### config.mk
export PLATFORM = sky130hd
export DESIGN_NAME = rtct_ctrl
export DESIGN_NICKNAME = d
export VERILOG_FILES = /design/src/rtct_pkg.sv /design/src/rtct_ctrl.sv
export SDC_FILE = /design/constraint.sdc
export NUM_CORES = 1
export LEC_CHECK = 0
export BUFFER_PORTS_ARGS = -buffer_cell sky130_fd_sc_hd__buf_2
export CAP_MARGIN = 20
export CORE_AREA = 2 2 39 41
export CTS_CLUSTER_SIZE = 25
export DETAILED_ROUTE_END_ITERATION = 7
export DIE_AREA = 0 0 41 43
export PLACE_DENSITY_LB_ADDON = 0.08
export SKIP_CTS_REPAIR_TIMING = 1
export SLEW_MARGIN = 20
export SYNTH_ARGS = -nofsm -noshare
export SYNTH_HDL_FRONTEND = slang
export SYNTH_SLANG_ARGS = --single-unit
### constraint.sdc
create_clock -name clk -period 4.17 [get_ports clk]
set_input_delay 0 -clock clk [delete_from_list [all_inputs] [get_ports clk]]
set_output_delay 0 -clock clk [all_outputs]
set_load 0.01 [all_outputs]
### src/rtct_pkg.sv
`timescale 1ns / 1ps
// ----------------------------------------------------------------------------
// rtct_pkg
// Shared types and constants for the range toggle / count tree.
// ----------------------------------------------------------------------------
package rtct_pkg;

  // Field widths of the item and result ports
  localparam int unsigned POS_W = 17;
  localparam int unsigned OUT_W = 17;
  localparam int unsigned LEN_W = 17;

  // Default tree size and reset length
  localparam int unsigned DEF_NUM_LEAVES = 65536;
  localparam logic [LEN_W-1:0] RST_ACTIVE_LEN = LEN_W'(65536);

  // Operation codes
  typedef enum logic {
    CMD_TOGGLE = 1'b0,
    CMD_COUNT  = 1'b1
  } cmd_t;

  // Controller states, one-hot
  typedef enum logic [4:0] {
    S_CLEAR = 5'b00001,
    S_IDLE  = 5'b00010,
    S_READ  = 5'b00100,
    S_EVAL  = 5'b01000,
    S_RET   = 5'b10000
  } state_t;

  // Controller to datapath commands
  typedef struct packed {
    logic clear;
    logic load;
    logic rd;
    logic eval;
    logic ret;
  } ctrl_cmd_t;

  // Datapath to controller status
  typedef struct packed {
    logic clr_last;
    logic empty;
    logic partial;
    logic stack_empty;
    logic top_phase;
  } dp_stat_t;

endpackage

### src/rtct_ctrl.sv
`timescale 1ns / 1ps
// ----------------------------------------------------------------------------
// rtct_ctrl
// Sequencer for the clearing pass and the node-by-node tree walk.
// ----------------------------------------------------------------------------
module rtct_ctrl (
  input  logic                clk,
  input  logic                rst_n,
  input  logic                start,
  input  rtct_pkg::dp_stat_t  stat,
  output rtct_pkg::ctrl_cmd_t cmd,
  output logic                busy
);
  import rtct_pkg::*;

  state_t state_r, state_nxt;

  // Advance state
  always_ff @(posedge clk) begin
    if (!rst_n) begin
      state_r <= S_CLEAR;
    end else begin
      state_r <= state_nxt;
    end
  end

  // Decode commands and next state
  always_comb begin
    state_nxt = state_r;
    cmd       = '0;
    unique case (state_r)
      S_CLEAR: begin
        cmd.clear = 1'b1;
        if (stat.clr_last) state_nxt = S_IDLE;
      end
      S_IDLE: begin
        if (start) begin
          cmd.load  = 1'b1;
          state_nxt = stat.empty ? S_RET : S_READ;
        end
      end
      S_READ: begin
        cmd.rd    = 1'b1;
        state_nxt = S_EVAL;
      end
      S_EVAL: begin
        cmd.eval  = 1'b1;
        state_nxt = stat.partial ? S_READ : S_RET;
      end
      S_RET: begin
        cmd.ret = 1'b1;
        if (stat.stack_empty) state_nxt = S_IDLE;
        else if (!stat.top_phase) state_nxt = S_READ;
        else state_nxt = S_RET;
      end
      default: state_nxt = S_CLEAR;
    endcase
  end

  assign busy = (state_r != S_IDLE);

endmodule

======== After elaboration in Yosys (flattened, before gate mapping) ========
Index checks and enable logic that the tools add are counted.
storage, ports and cells
  flip-flop bits (word level) ............. 5
  word-level logic and storage cells ...... 23
cells by class
  equal/unequal tests ..................... 8
  mux-type cells .......................... 13
  reduce and logical (&&, ||, !) cells .... 1
operators by type and width
  cell                number
  $mux 5              6
  $pmux 5 s5          1
  $mux 1              6
  $eq 5x1->1 const B  1
  $eq 5x2->1 const B  1
  $eq 5x3->1 const B  1
  $eq 5x4->1 const B  1
  $eq 5x5->1 const B  1
  $ne 5x2->1 const B  1
  $ne 2x2->1 const B  2
  $reduce_and 2->1    1

======== Logic depth before layout (Yosys ltp) ========
  depth in word-level cells ............... 3
  mapped depth ............................ 5

======== Worst setup path before layout ========
No wires, ideal clock.
  kind .................................... reg-to-reg
  start point ............................. register state_r[0]
  end point ............................... register state_r[4]
  library setup time ...................... 0.120 ns
  arrival time ............................ 1.233 ns
  data required time ...................... 4.050 ns
  setup slack ............................. 2.817 ns
  cell stages (with the launch flop) ...... 5
  path buffers ............................ 0
  clock period less this slack ............ 1.353 ns
  cells stage by stage .................... dfxtp_1 -> or3b_4 -> o41ai_4 -> a211oi_2 -> a21boi_1
on the way
  word-level cells in the longest chain between the ends .. 3
  elaborated cells between the ends (all ways) .. 9
  classes of those cells .................. eq/ne: 7; mux: 1; reduce/logical: 1
ends and longest elaborated chain
  element                                   line             text
  start: declaration                        rtct_ctrl.sv:16  state_t state_r, state_nxt;
  start signal: assignment                  rtct_ctrl.sv:23  state_r <= state_nxt;
  $eq 5x1->1 or $eq 5x2->1 (tied branches)  rtct_ctrl.sv:31  unique case (state_r)
  $ne 2x2->1 (no line)                      -
  $reduce_and 2->1 (no line)                -
Several ways; a longest one is shown, not always the timed one.
A chain may end at the register's enable or synchronous reset.

======== Worst setup path in the final report ========
Same ends and word-level chain as after synthesis.

==> metrics.txt <==
Mean Syn Cell Area=9.528 sq um; dpl hpwl=642.7 um; min Tclk post-route=1.456 ns; CORE AREA=1384 sq um; Die H=43 um; P_int=0.1055 mW; post-synthesis async set-or-reset flop share=0; # IOs=14; clock skew=0.0007985 ns; Worst-path clk slew=0.04 ns; fmax=0.6870 GHz; Syn Inst Count=39; NetSw=0.03751 mW; Post-synth EDFFs=0; total CTS buffers=3; Pins Over Slew Limit=0; WS Path Type=reg2reg; GRT Residual Overflow=0; initial antenna violation count=0; CTS H-tree depth=1; #FFs+latches synth=5; Reg with most FFs=state_r; RSZ-0062 raised after global routing=no; Flop pwr share=0.389; vias in the first global route=302; sequential fraction of the synthesis area=0.2694; CTS Buffer Depth=2; Final setup viols=0; CTS tree=yes; result of the run=completed; Initial Util=0.2685; Syn Nets=47; Final Wtd Congestion=0.7644; DR pass1 iterations=2; Area Growth Syn to Fin=29.97%; Top FF cell, synth=dfxtp_1; pwr dens=296.0 nW/um^2; Synth Cell Area=371.6 sq um; WL/cell=11.13 um; die area=1763 sq um; vias per cell=5.042; cell count after placement=68; final setup TNS=0 ns; root buffer cell=clkbuf_4; row cnt=14; Hold Path Class=in2reg; Critical Path RT=4.29 ns; # DRC=0; nets@finish=65; Slew Limit Headroom=0.7589; Port-buffer cells=13; CP Launch Type=flip-flop; Vias=363; ant diodes=0; biggest regs=state_r (5); clock latency on the worst-skew pair=0.24 ns; Yosys cell types=22; worst hold margin=0.003465 ns; Sw Ratio=0.2624; Total Routed Length=801 um; Ys Warns=0; largest net degree at the start of global routing=10; Worst Setup End Kind=flip-flop; global-route wire length before repair=1262 um; combinational power share=0.233; Clock Sinks=5; Arrival @ worst endpoint=1.58 ns; share of layout cells above drive strength 1=0.3929; Pwr Total=0.1430 mW; maximum vdd drop=0.1263 mV; Crit Path Max Fanout=9; die width=41 um; fill cell count=144; Hold Fails Final Rpt=0; Initial DRC Count=1; post-route ant nets=0; max_cap viols=0; Non-Filler Instances=72; clock share of power=0.378; final period utilization=0.3491; Tightest Pin Transition=0.3525 ns; Pleak=0.2026 nW; GRT Util Overall=0.1094; max reg flops=5
-- Yosys cell counts, types with 2 or more instances --
library cell | number | share of area
nor2b_1 | 3 | 0.051
and2_1 | 4 | 0.067
inv_1 | 2 | 0.020
nand3b_1 | 3 | 0.061
nor3b_1 | 2 | 0.040
o21a_1 | 2 | 0.040
a22oi_1 | 2 | 0.040
nor3_1 | 3 | 0.040
dfxtp_1 | 5 | 0.27
-- worst max-delay path: stages (launching register included) --
cell,delay [ns]
dfxtp_1,0.43
or3b_4,0.43
o41ai_4,0.25
a211oi_2,0.09
a21boi_1,0.14
-- cells in the final DEF, fill, tap and decap left out, drive strengths merged, types with 2 or more instances in the layout --
cell type  instances
buf               13
and2               4
inv                2
a22oi              2
o21a               2
nor2b              3
dfxtp              5
nor3b              2
nand3b             3
nor3               4
clkbuf             4
-- layer usage --
metal  vias to the layer above  global-route usage  share of wire
met3                         2             0.01571          0.022
li1                        187                   -              -
met4                         0              0.1000          0.012
met2                         2              0.1563           0.55
met5                         -                   0              0
met1                       172              0.1318           0.41
-- metrics by stage --
stage	util	setup slack (ns)	instance area (sq um)
finish	0.3490	2.714	483.0
CTS	0.3490	2.691	483.0
detailed placement	0.3300	2.703	456.7
floorplan	-	2.817	371.6
global route	0.3490	2.644	483.0
global placement	0.3300	2.734	456.7
-- cells by family (layout without fill, tap and decap cells) --
family,count (synthesis),in the layout,share of synthesized area
flops,5,5,0.2694
buf+inv,2,19,0.02021
compound gates,11,11,0.2828
simple gates,20,20,0.4040
xor+xnor,1,1,0.02357
-- layout make-up --
| class | count | area (sq um) | share of cell area |
|---|---|---|---|
| Clock buffer | 4 | 26.28 | 0.05440 |
| Inverter | 2 | 7.507 | 0.01554 |
| Multi-Input combinational cell | 32 | 264.0 | 0.5466 |
| Sequential cell | 5 | 100.1 | 0.2073 |
| Tap cell | 16 | 20.02 | 0.04145 |
| Timing Repair Buffer | 13 | 65.06 | 0.1347 |
-- final timing paths --
kind / from / end / slack, ns / depth (start not counted)
max: state_r[0] / state_r[4] / 2.71 / 4
min: rst_n / state_r[0] / 0.003 / 2
max reg2reg: state_r[0] / state_r[4] / 2.71 / 4
min reg2reg: state_r[4] / state_r[4] / 0.74 / 3
-- power by group through the flow --
stage	sequential (mW)	clock (mW)	combinational, mW
5_1_grt	0.0563	0.0582	0.0364
3_5_place_dp	0.0565	0	0.0337
2_1_floorplan	0.0553	0	0.0238
4_1_cts	0.0558	0.0571	0.0337
6_report	0.0556	0.0541	0.0332
3_3_place_gp	0.0565	0	0.0331
Power figures use the tool's default switching activity.
